$ cat src/rtl/ffst_pkg.sv
// shared types, codes and helpers of the frame filter subscription table
// no dependencies
package ffst_pkg;

  localparam int SLOTS_DEFAULT = 8;
  localparam int MASK_SLOTS    = 8;   // slots visible in the match mask

  localparam logic [1:0] OP_OBSERVE     = 2'd0;
  localparam logic [1:0] OP_SUBSCRIBE   = 2'd1;
  localparam logic [1:0] OP_UNSUBSCRIBE = 2'd2;

  localparam logic [1:0] ST_OK         = 2'd0;
  localparam logic [1:0] ST_BAD_FILTER = 2'd1;
  localparam logic [1:0] ST_FULL       = 2'd2;
  localparam logic [1:0] ST_BAD_HANDLE = 2'd3;

  localparam logic [3:0] MAX_MATCH_LEN = 4'd8;

  // one stored filter
  typedef struct packed {
    logic [63:0] data_mask;
    logic [63:0] data;
    logic [3:0]  length;
    logic [1:0]  direction;
    logic [28:0] id_mask;
    logic [28:0] frame_id;
  } filt_t;

  localparam int FILT_W = $bits(filt_t);

  // observed frame as seen by the compare unit
  typedef struct packed {
    logic [63:0] data;
    logic [3:0]  length;
    logic [1:0]  direction;
    logic [28:0] frame_id;
  } frame_t;

  // mask covering the leading len bytes
  function automatic logic [63:0] lead_mask(input logic [3:0] len);
    logic [63:0] m;
    if (len >= MAX_MATCH_LEN) begin
      m = '1;
    end else begin
      m = (64'd1 << {len[2:0], 3'b000}) - 64'd1;
    end
    return m;
  endfunction

endpackage

$ cat src/rtl/ffst_ram.sv
// generic single-write, single-read memory with registered read data
// no dependencies
module ffst_ram #(
  parameter int WIDTH = 8,
  parameter int DEPTH = 8
) (
  input  logic                                   clk,
  input  logic                                   we,
  input  logic [((DEPTH > 1) ? $clog2(DEPTH) : 1)-1:0] waddr,
  input  logic [WIDTH-1:0]                       wdata,
  input  logic                                   re,
  input  logic [((DEPTH > 1) ? $clog2(DEPTH) : 1)-1:0] raddr,
  output logic [WIDTH-1:0]                       rdata
);

  logic [WIDTH-1:0] mem [DEPTH];

  always_ff @(posedge clk) begin
    if (we) begin
      mem[waddr] <= wdata;
    end
    if (re) begin
      rdata <= mem[raddr];
    end
  end

endmodule

$ cat src/rtl/ffst_match.sv
// filter compare unit, one stored filter against one frame per cycle
// depends on ffst_pkg
module ffst_match import ffst_pkg::*; (
  input  frame_t frm,
  input  filt_t  flt,
  output logic   hit
);

  logic dir_ok;
  logic id_ok;
  logic len_ok;
  logic data_ok;

  always_comb begin
    dir_ok  = |(frm.direction & flt.direction);
    id_ok   = ((frm.frame_id ^ flt.frame_id) & flt.id_mask) == 29'd0;
    len_ok  = frm.length >= flt.length;
    data_ok = ((frm.data ^ flt.data) & flt.data_mask & lead_mask(flt.length)) == 64'd0;
    // a zero match length ignores frame length and data
    hit = dir_ok && id_ok && ((flt.length == 4'd0) || (len_ok && data_ok));
  end

endmodule

$ cat src/rtl/frame_filter_subscription_table_top.sv
// top level of the frame filter subscription table: sequencer, slot state
// depends on ffst_pkg, ffst_ram, ffst_match
//
// channel   dir  tuser          tdata
// s_axis    in   operation      direction, frame_id, id_mask, length, data,
//                               data_mask, handle
// m_axis    out  status         handle_out, match_mask, active_count
//
// observe walks the first min(SLOTS,8) slots of the filter memory one slot per
// cycle, through the single memory read port and the compare unit.
// subscribe probes one slot per cycle for the lowest free one.
// unsubscribe checks the handle in S_UNSUB; other operations go to S_DONE.
// s_axis_tready is high only between items, from the cycle after the result
// is loaded; a result that cannot load waits while the output register is held.
// synchronous reset clears all slots and generations; no clearing pass.
module frame_filter_subscription_table_top import ffst_pkg::*; #(
  parameter int SLOTS = SLOTS_DEFAULT
) (
  input  logic         clk,
  input  logic         rst,
  input  logic         s_axis_tvalid,
  output logic         s_axis_tready,
  // direction[1:0], frame_id[30:2], id_mask[59:31], length[63:60],
  // data[127:64], data_mask[191:128], handle[207:192]
  input  logic [207:0] s_axis_tdata,
  // operation[1:0]
  input  logic [1:0]   s_axis_tuser,
  output logic         m_axis_tvalid,
  input  logic         m_axis_tready,
  // handle_out[15:0], match_mask[23:16], active_count[27:24], zero[31:28]
  output logic [31:0]  m_axis_tdata,
  // status[1:0]
  output logic [1:0]   m_axis_tuser
);

  localparam int IW     = (SLOTS > 1) ? $clog2(SLOTS) : 1;
  localparam int CW     = $clog2(SLOTS + 1);
  localparam int SCAN_N = (SLOTS < MASK_SLOTS) ? SLOTS : MASK_SLOTS;

  typedef enum logic [2:0] {
    S_IDLE,
    S_OBS,
    S_SUB,
    S_UNSUB,
    S_DONE
  } state_t;

  state_t      state;
  logic [CW-1:0] cnt;
  logic          rd_valid;
  logic [CW-1:0] rd_slot;
  logic [CW-1:0] count;
  logic [SLOTS-1:0] slot_used;
  logic [7:0]    slot_gen [SLOTS];

  // captured item
  filt_t       item_flt;
  logic [15:0] item_hnd;

  logic [1:0]  res_status;
  logic [15:0] res_handle;
  logic [7:0]  res_match;

  logic [1:0]  in_op;
  filt_t       in_flt;
  frame_t      frm;
  filt_t       ram_rdata;
  logic        ram_we;
  logic        ram_re;
  logic        hit;
  logic [IW-1:0] ci;
  logic [IW-1:0] uidx;
  logic [IW-1:0] gen_idx;
  logic [7:0]  gen_rd;
  logic [7:0]  hnd_low;
  logic [7:0]  hnd_gen;
  logic        low_ok;
  logic [3:0]  active;

  assign in_op              = s_axis_tuser;
  assign in_flt.direction   = s_axis_tdata[1:0];
  assign in_flt.frame_id    = s_axis_tdata[30:2];
  assign in_flt.id_mask     = s_axis_tdata[59:31];
  assign in_flt.length      = s_axis_tdata[63:60];
  assign in_flt.data        = s_axis_tdata[127:64];
  assign in_flt.data_mask   = s_axis_tdata[191:128];

  assign s_axis_tready = (state == S_IDLE);

  assign frm.data      = item_flt.data;
  assign frm.length    = item_flt.length;
  assign frm.direction = item_flt.direction;
  assign frm.frame_id  = item_flt.frame_id;

  assign ci      = cnt[IW-1:0];
  assign hnd_low = item_hnd[7:0];
  assign hnd_gen = item_hnd[15:8];
  assign low_ok  = (hnd_low != 8'd0) && (int'(hnd_low) <= SLOTS);
  assign uidx    = IW'(hnd_low - 8'd1);
  assign gen_idx = (state == S_UNSUB) ? uidx : ci;
  assign gen_rd  = slot_gen[gen_idx];

  assign ram_we = (state == S_SUB) && !slot_used[ci];
  assign ram_re = (state == S_OBS) && (cnt < CW'(SCAN_N));

  assign active = (int'(count) > 15) ? 4'd15 : 4'(count);

  ffst_ram #(
    .WIDTH (FILT_W),
    .DEPTH (SLOTS)
  ) u_ram (
    .clk   (clk),
    .we    (ram_we),
    .waddr (ci),
    .wdata (item_flt),
    .re    (ram_re),
    .raddr (ci),
    .rdata (ram_rdata)
  );

  ffst_match u_match (
    .frm (frm),
    .flt (ram_rdata),
    .hit (hit)
  );

  always_ff @(posedge clk) begin
    if (rst) begin
      state         <= S_IDLE;
      m_axis_tvalid <= 1'b0;
      count         <= '0;
      rd_valid      <= 1'b0;
      slot_used     <= '0;
      for (int i = 0; i < SLOTS; i++) begin
        slot_gen[i] <= 8'd0;
      end
    end else begin
      if (m_axis_tvalid && m_axis_tready) begin
        m_axis_tvalid <= 1'b0;
      end
      case (state)
        S_IDLE: begin
          if (s_axis_tvalid) begin
            item_flt   <= in_flt;
            item_hnd   <= s_axis_tdata[207:192];
            cnt        <= '0;
            rd_valid   <= 1'b0;
            res_status <= ST_OK;
            res_handle <= 16'd0;
            res_match  <= 8'd0;
            case (in_op)
              OP_OBSERVE: begin
                state <= S_OBS;
              end
              OP_SUBSCRIBE: begin
                if (in_flt.length > MAX_MATCH_LEN || in_flt.direction == 2'd0) begin
                  res_status <= ST_BAD_FILTER;
                  state      <= S_DONE;
                end else begin
                  state <= S_SUB;
                end
              end
              OP_UNSUBSCRIBE: begin
                state <= S_UNSUB;
              end
              default: begin
                state <= S_DONE;
              end
            endcase
          end
        end
        S_OBS: begin
          // read data arrives in the cycle after its address
          if (rd_valid && slot_used[rd_slot[IW-1:0]] && hit) begin
            res_match <= res_match | (8'd1 << rd_slot);
          end
          if (rd_valid && rd_slot == CW'(SCAN_N - 1)) begin
            state <= S_DONE;
          end
          rd_valid <= ram_re;
          rd_slot  <= cnt;
          if (ram_re) begin
            cnt <= cnt + 1'b1;
          end
        end
        S_SUB: begin
          if (!slot_used[ci]) begin
            slot_used[ci] <= 1'b1;
            count         <= count + 1'b1;
            res_handle    <= {gen_rd, 8'(cnt) + 8'd1};
            state         <= S_DONE;
          end else if (cnt == CW'(SLOTS - 1)) begin
            res_status <= ST_FULL;
            state      <= S_DONE;
          end else begin
            cnt <= cnt + 1'b1;
          end
        end
        S_UNSUB: begin
          if (low_ok && slot_used[uidx] && gen_rd == hnd_gen) begin
            slot_used[uidx] <= 1'b0;
            slot_gen[uidx]  <= gen_rd + 8'd1;
            count           <= count - 1'b1;
          end else begin
            res_status <= ST_BAD_HANDLE;
          end
          state <= S_DONE;
        end
        S_DONE: begin
          if (!m_axis_tvalid || m_axis_tready) begin
            m_axis_tvalid <= 1'b1;
            m_axis_tuser  <= res_status;
            m_axis_tdata  <= {4'd0, active, res_match, res_handle};
            state         <= S_IDLE;
          end
        end
        default: begin
          state <= S_IDLE;
        end
      endcase
    end
  end

endmodule

$ cat config.mk
export PLATFORM = sky130hd
export DESIGN_NAME = frame_filter_subscription_table_top
export DESIGN_NICKNAME = d
export VERILOG_FILES = /design/src/rtl/ffst_pkg.sv /design/src/rtl/ffst_ram.sv /design/src/rtl/ffst_match.sv /design/src/rtl/frame_filter_subscription_table_top.sv
export SDC_FILE = /design/constraint.sdc
export NUM_CORES = 2
export LEC_CHECK = 0
export ABC_AREA = 0
export BUFFER_PORTS_ARGS = -buffer_cell sky130_fd_sc_hd__buf_2
export CORE_MARGIN = 8
export CORE_UTILIZATION = 40
export DETAILED_ROUTE_END_ITERATION = 10
export HOLD_SLACK_MARGIN = 0.06
export PLACE_DENSITY = 0.55
export SETUP_SLACK_MARGIN = 0.1
export SYNTH_ARGS = -nofsm -noshare
export SYNTH_HDL_FRONTEND = slang
export SYNTH_HIERARCHICAL = 1
export SYNTH_SLANG_ARGS = --single-unit
$ cat constraint.sdc
create_clock -name clk -period 30.1 [get_ports clk]
set_input_delay 4.515 -clock clk [delete_from_list [all_inputs] [get_ports clk]]
set_output_delay 4.515 -clock clk [all_outputs]
set_load 0.05 [all_outputs]
-- Word-level counts from Yosys, hierarchy flattened
Memories as Yosys holds them, arrays and structs flattened. A register that Yosys moved wholly into a read port is not among the register bits.
Cells that the tools add are included.
- flip-flop bits (word level): 289
- latch bits: 0
- RAM bits: 1600
- memory bits (read-only): 0
- output and inout bits: 36
- word-level logic and storage cells: 175
- memories: 2
- add/sub/neg operators: 7
- multipliers: 0
- div/mod/pow operators: 0
- order comparisons: 10
- eq/ne operators: 21
- shifts and indexed selects: 2
- multiplexer cells: 60
- bitwise operators: 11
- reduce and logical (&&, ||, !) cells: 43
- memory list (name ; words ; width ; rd ports ; clocked after Yosys merged registers in ; write ports ; line ; text):
    u_ram.mem ; 8 ; 192 ; 1 ; 1 ; 1 ; ffst_ram.sv:16 ; logic [WIDTH-1:0] mem [DEPTH];
    slot_gen ; 8 ; 8 ; 1 ; 0 ; 8 ; frame_filter_subscription_table_top.sv:54 ; logic [7:0] slot_gen [SLOTS];
- operators with widths (kind ; count):
    AND 64 bit ; 2
    zero test 64 bit ; 1
    2-to-1 mux 64 bit ; 1
    << shifter 1 x 6 -> 64 bit, first input constant ; 1
    subtractor 64 x 1 -> 64 bit, second input constant ; 1
    XOR 64 bit ; 1
    2-to-1 mux 8 bit ; 5
    2-to-1 mux 16 bit ; 2
    case mux 16 bit (2 select lines) ; 1
    case mux 8 bit (2 select lines) ; 2
    AND 29 bit ; 1
    zero test 29 bit ; 1
    XOR 29 bit ; 1
    2-to-1 mux 3 bit ; 8
    2-to-1 mux 4 bit ; 6
    2-to-1 mux 1 bit ; 20
    bitwise OR 8 bit ; 2
    case mux 3 bit (5 select lines) ; 1
    logical AND 1 bit ; 14
    less-than comparator 3 x 4 -> 1 bit, second input constant ; 3
    != test 2 bit, second input constant ; 6
    case mux 4 bit (3 select lines) ; 1
    AND reduction 4 bit ; 3
    AND reduction 6 bit ; 2
    other kinds (44) ; 68

-- Longest topological paths before layout
- depth after elaboration: 11
- mapped depth: 16

-- Hierarchy
The synthesis kept the hierarchy.
- by module, submodules not included (module ; instances ; cells each ; area an instance (um2)):
    ffst_ram ; 1 ; 2424 ; 64403.0
    frame_filter_subscription_table_top ; 1 ; 861 ; 13635.6
    ffst_match ; 1 ; 197 ; 1584.0

-- Worst setup path after synthesis
OpenSTA, ideal clock, no wires.
- path type: register -> register
- start: register cnt[1]
- end: memory u_ram/mem[0][0] (netlist name), enable pin
- library setup time: 0.979 ns
- arrival time: 15.319 ns
- slack: 13.802 ns
- stages on the path, launching flop included: 11
- buffers on the path: 4
- path through: edfxtp_1 > buf_2 > clkbuf_4 > buf_4 > mux4_2 > nand2_1 > nand2_1 > nor2_1 > clkbuf_1 > nand2b_1 > nor3_1
- cells in the longest elaborated chain, start to end: 6
- ends and longest elaborated chain (item ; line ; text):
    start: declaration ; frame_filter_subscription_table_top.sv:49 ; logic [CW-1:0] cnt;
    start signal: assignment ; frame_filter_subscription_table_top.sv:183 ; cnt <= cnt + 1'b1;
    start signal: assignment ; frame_filter_subscription_table_top.sv:196 ; cnt <= cnt + 1'b1;
    binary-select mux 1 bit (select 3 bit) ; frame_filter_subscription_table_top.sv:103 ; assign ram_we = (state == S_SUB) && !slot_used[ci];
    2-to-1 mux 1 bit (not written as such) ; frame_filter_subscription_table_top.sv:103 ;
    zero test 1 bit ; -- ;
    logical AND 1 bit ; frame_filter_subscription_table_top.sv:103 ;
    named net ram_we ; frame_filter_subscription_table_top.sv:68 ; logic ram_we;
    2-to-1 mux 1 bit ; ffst_ram.sv:19 ; if (we) begin
    2-to-1 mux 1 bit (not written as such) ; ffst_ram.sv:20 ; mem[waddr] <= wdata;
    end: declaration ; ffst_ram.sv:16 ;
The timed path passes the listed nets, and every way through them passes these cells. The select of a mux whose other input is x is not followed.

-- Final worst setup path
- start: input port rst
- end: register item_flt[181] (netlist name), enable pin
- cells in the longest elaborated chain, start to end: 2
- ends and longest elaborated chain (item ; line ; text):
    start: declaration ; frame_filter_subscription_table_top.sv:20 ; input logic rst,
    inverter 1 bit (no line) ; -- ;
    AND reduction 3 bit (no line) ; -- ;
    end signal: assignment ; frame_filter_subscription_table_top.sv:144 ; item_flt <= in_flt;
    end: declaration ; frame_filter_subscription_table_top.sv:57 ; filt_t item_flt;
Every way passes these cells.
A chain may end at the register's enable or synchronous reset.

==> load_flow_metrics.sql <==
INSERT INTO impl_metrics (metric_group, metric, value, unit) VALUES
('power', 'cellPowerDensity', '68.2', 'nW/µm²'),
('sta', 'setup_tns', '0', 'ns'),
('finish', 'final_util', '0.458', ''),
('yosys', 'synthDistinctLibCells', '86', ''),
('critical_path', 'critical_path_required', '30.55', 'ns'),
('floorplanning', 'io_pins', '250', ''),
('sta', 'post-route-min-period', '6.85', 'ns'),
('finish', 'nets', '4068', ''),
('yosys', 'synth_top_flop_cell', 'sky130_fd_sc_hd__edfxtp_1', ''),
('placed_design', 'routabilityCongestion', '0.811', ''),
('detailed_routing', 'met3_wirelength_from_detailed_routing', '8140', 'µm'),
('critical_path', 'critPathKind', 'in2reg', ''),
('power', 'ir_worst_vdd', '0.0000597', 'V'),
('grt', 'initial_antenna_violation_count', '16', ''),
('sta', 'layout_worst_path_cycle_share', '0.227', ''),
('finish', 'layout.cell_area.non_filler', '90500', 'µm²'),
('clock_tree', 'number_of_hold_buffers_added_after_cts', '0', ''),
('critical_path', 'timing.critical_path.to_type', 'flip-flop', ''),
('grt', 'grt_pass1_wl', '255000', 'µm'),
('sta', 'worst_slew_pin_slew', '1.20', 'ns'),
('sta', 'top_achievable_clock_speed', '146', 'MHz'),
('finish', 'finalNonFillerCells', '6671', ''),
('detailed_routing', 'detailedRoute.firstPassIterationCount', '5', ''),
('clock_tree', 'cts_buffers', '213', ''),
('min_path', 'class_of_the_tightest_hold_or_removal_check', 'reg2reg', ''),
('sta', 'report.final.hold_viol_count', '0', ''),
('critical_path', 'reg2reg_from', 'cnt[0]', ''),
('detailed_routing', 'detail-route-antenna-nets', '0', ''),
('critical_path', 'crit_path_end', 'item_flt[181]', ''),
('floorplanning', 'rows', '163', ''),
('critical_path', 'setup.reg_to_reg.worst_slack', '24.22', 'ns'),
('yosys', 'synth.yosys.warnings', '6', ''),
('outcome', 'result_of_the_run', 'completed', ''),
('sta', 'slew_headroom', '0.191', ''),
('critical_path', 'critPathMaxFanout', '51', ''),
('placed_design', 'dp_cells', '6269', ''),
('clock_tree', 'cts_max_level', '4', ''),
('yosys', 'yosys.area_share.simple', '0.0192', ''),
('detailed_routing', 'top_signal_layer_used', 'met5', ''),
('sta', 'finalClockSkew', '0.0449', 'ns'),
('job', 'max_cap_violations', '0', ''),
('yosys', 'synth_enable_flop_cells', '2058', ''),
('yosys', 'dominant_combinational_cell_family_by_area_after_synthesis', 'multiplexers', ''),
('floorplanning', 'core_area', '198000', 'µm²'),
('yosys', 'post_synthesis_area_per_instance', '22.9', 'µm²'),
('sta', 'rsz0062_at_grt', 'no', ''),
('clock_tree', 'numClockSinks', '2075', ''),
('clock_tree', 'tritoncts', 'yes', ''),
('yosys', 'synth_compound_gate_area_share', '0.0162', ''),
('detailed_routing', 'drcViolationCount', '0', ''),
('yosys', 'synth.ff_latch_count', '2075', ''),
('critical_path', 'critical_path.startpoint', 'rst', ''),
('power', 'power.internal', '4.83', 'mW'),
('placed_design', 'placedInstanceArea', '83800', 'µm²'),
('power', 'leakagePower', '29.3', 'nW'),
('power', 'seqPwrFrac', '0.533', ''),
('power', 'net_switching_power', '1.33', 'mW'),
('yosys', 'synth_xor_area_frac', '0.0125', ''),
('detailed_routing', 'first_iter_violations', '2688', ''),
('finish', 'drive_above_1_share', '0.244', ''),
('sta', 'slew_violations', '0', ''),
('clock_tree', 'clkLatencyLatePin', '0.84', 'ns'),
('finish', 'fillCellCount', '16400', ''),
('detailed_routing', 'wl_per_cell', '26.1', 'µm'),
('power', 'power.switching_fraction', '0.216', ''),
('placed_design', 'portBuffers', '242', ''),
('yosys', 'cell_area_synth', '79600', 'µm²'),
('power', 'combinationalPowerShare', '0.058', ''),
('placed_design', 'place_hpwl', '92700', 'µm'),
('floorplanning', 'start_util', '0.403', ''),
('detailed_routing', 'detailroute.via_count', '35700', '');
[registers in the layout (all words and copies together), names as in the netlist]
name           cells
rd_slot            4
m_axis_tdata      25
frm               99
m_axis_tuser       2
res_match          8
u_ram/rdata      192
item_hnd          16
cnt                4
state              3
item_flt          93
res_handle        13
m_axis_tvalid      1
active             4
u_ram/mem       1536
res_status         2
rd_valid           1
slot_used          8
slot_gen          64
[cells by family (layout without fill, tap and decap cells)]
family                     after synthesis  count (layout)
buffers and inverters                  188             721
DFF                                   2075            2075
other                                    1              17
AOI/OAI and AO/OA                      175             175
adders and majority gates               10              10
muxes                                  624             624
and+or+nand+nor                        297             297
xor gates and xnor gates               112             112
[metrics by stage]
| stage | setup slack (ns) | power [mW] | hold WS, ns |
|---|---|---|---|
| final | 23.25 | 6.17 | 0.412 |
| after global routing | 23.13 | 6.38 | 0.418 |
| after CTS | 23.28 | 6.25 | 0.407 |
| after detailed placement | 22.36 | 3.71 | 0.405 |
| after global placement | 22.38 | 3.71 | 0.405 |
| after floorplan | 13.80 | 3.60 | 0.400 |
[power by group through the flow]
stage               Sequential [mW]  Combinational [mW]  Clock [mW]
floorplan                      3.35               0.252           0
global placement               3.35               0.364           0
detailed placement             3.35               0.365           0
CTS                            3.29               0.367        2.60
global route                   3.29               0.384        2.70
finish                         3.29               0.358        2.52
[worst min path at each step]
stage                                  end  slack [ns]           start  depth (start not counted)
after floorplan            m_axis_tdata[0]        0.40   res_handle[0]                          0
after global placement    m_axis_tdata[13]        0.40  res_handle[13]                          0
after detailed placement  m_axis_tdata[13]        0.40  res_handle[13]                          0
after CTS                 m_axis_tdata[15]        0.41  res_handle[15]                          0
after global routing      m_axis_tdata[15]        0.42  res_handle[15]                          0
final                     m_axis_tdata[15]        0.41  res_handle[15]                          0
[cells in the final DEF, fill, tap and decap left out, drive strengths merged, types with 7 or more instances in the layout]
master and n:
nand4 9, clkbuf 271, diode 10, nor2b 14
nand3 31, conb 7, o21ai 18, xnor2 13
nor3 19, inv 40, dfxtp 17, mux4 398
bufinv 14, ha 10, o211ai 29, nand2b 8
edfxtp 2058, clkinv 90, nand2 44, or4 8
nor2 106, and3 8, a31oi 10, mux2i 27
mux2 199, a22oi 23, nor4 18, xor2 99
a211oi 11, buf 301, a21oi 26
[synth_stat cells (19+ instances only)]
| cell | n | area, µm² |
|---|---|---|
| sky130_fd_sc_hd__mux4_1 | 243 | 6380 |
| sky130_fd_sc_hd__nand2_1 | 42 | 158 |
| sky130_fd_sc_hd__xor2_1 | 98 | 858 |
| sky130_fd_sc_hd__clkbuf_1 | 50 | 188 |
| sky130_fd_sc_hd__mux2_2 | 199 | 2240 |
| sky130_fd_sc_hd__mux2i_1 | 27 | 270 |
| sky130_fd_sc_hd__nor3_1 | 19 | 95.1 |
| sky130_fd_sc_hd__mux4_2 | 155 | 3490 |
| sky130_fd_sc_hd__nand3_1 | 29 | 145 |
| sky130_fd_sc_hd__o211ai_1 | 28 | 210 |
| sky130_fd_sc_hd__buf_2 | 24 | 120 |
| sky130_fd_sc_hd__nor2_1 | 106 | 398 |
| sky130_fd_sc_hd__inv_1 | 25 | 93.8 |
| sky130_fd_sc_hd__buf_1 | 27 | 101 |
| sky130_fd_sc_hd__buf_6 | 43 | 484 |
| sky130_fd_sc_hd__edfxtp_1 | 2058 | 61800 |
| sky130_fd_sc_hd__a21oi_1 | 26 | 130 |
| sky130_fd_sc_hd__a22oi_1 | 22 | 165 |
[area by class of cell]
type | count | area (µm²) | share of cell area
multi-input cells | 1225 | 16400 | 0.182
flip-flops and latches | 2075 | 62100 | 0.687
clock inverters | 121 | 1070 | 0.0118
clock buffers | 271 | 5600 | 0.0619
diodes | 10 | 25.0 | 0.000277
well taps | 2640 | 3300 | 0.0365
repair buffers | 301 | 1800 | 0.0199
inverters | 28 | 105 | 0.00116
[worst max-delay path, stage by stage]
cell and delay, ns:
sky130_fd_sc_hd__buf_2 0.27, sky130_fd_sc_hd__nor2_4 0.72, sky130_fd_sc_hd__buf_4 0.87, sky130_fd_sc_hd__buf_4 0.82
[routing by layer]
metal | track usage | vias to the layer above
met5 | 0 | -
met4 | 0.0387 | 2
met3 | 0.0274 | 219
met2 | 0.258 | 835
met1 | 0.231 | 19100
li1 | - | 15500
(Power assumes the default switching activity.)
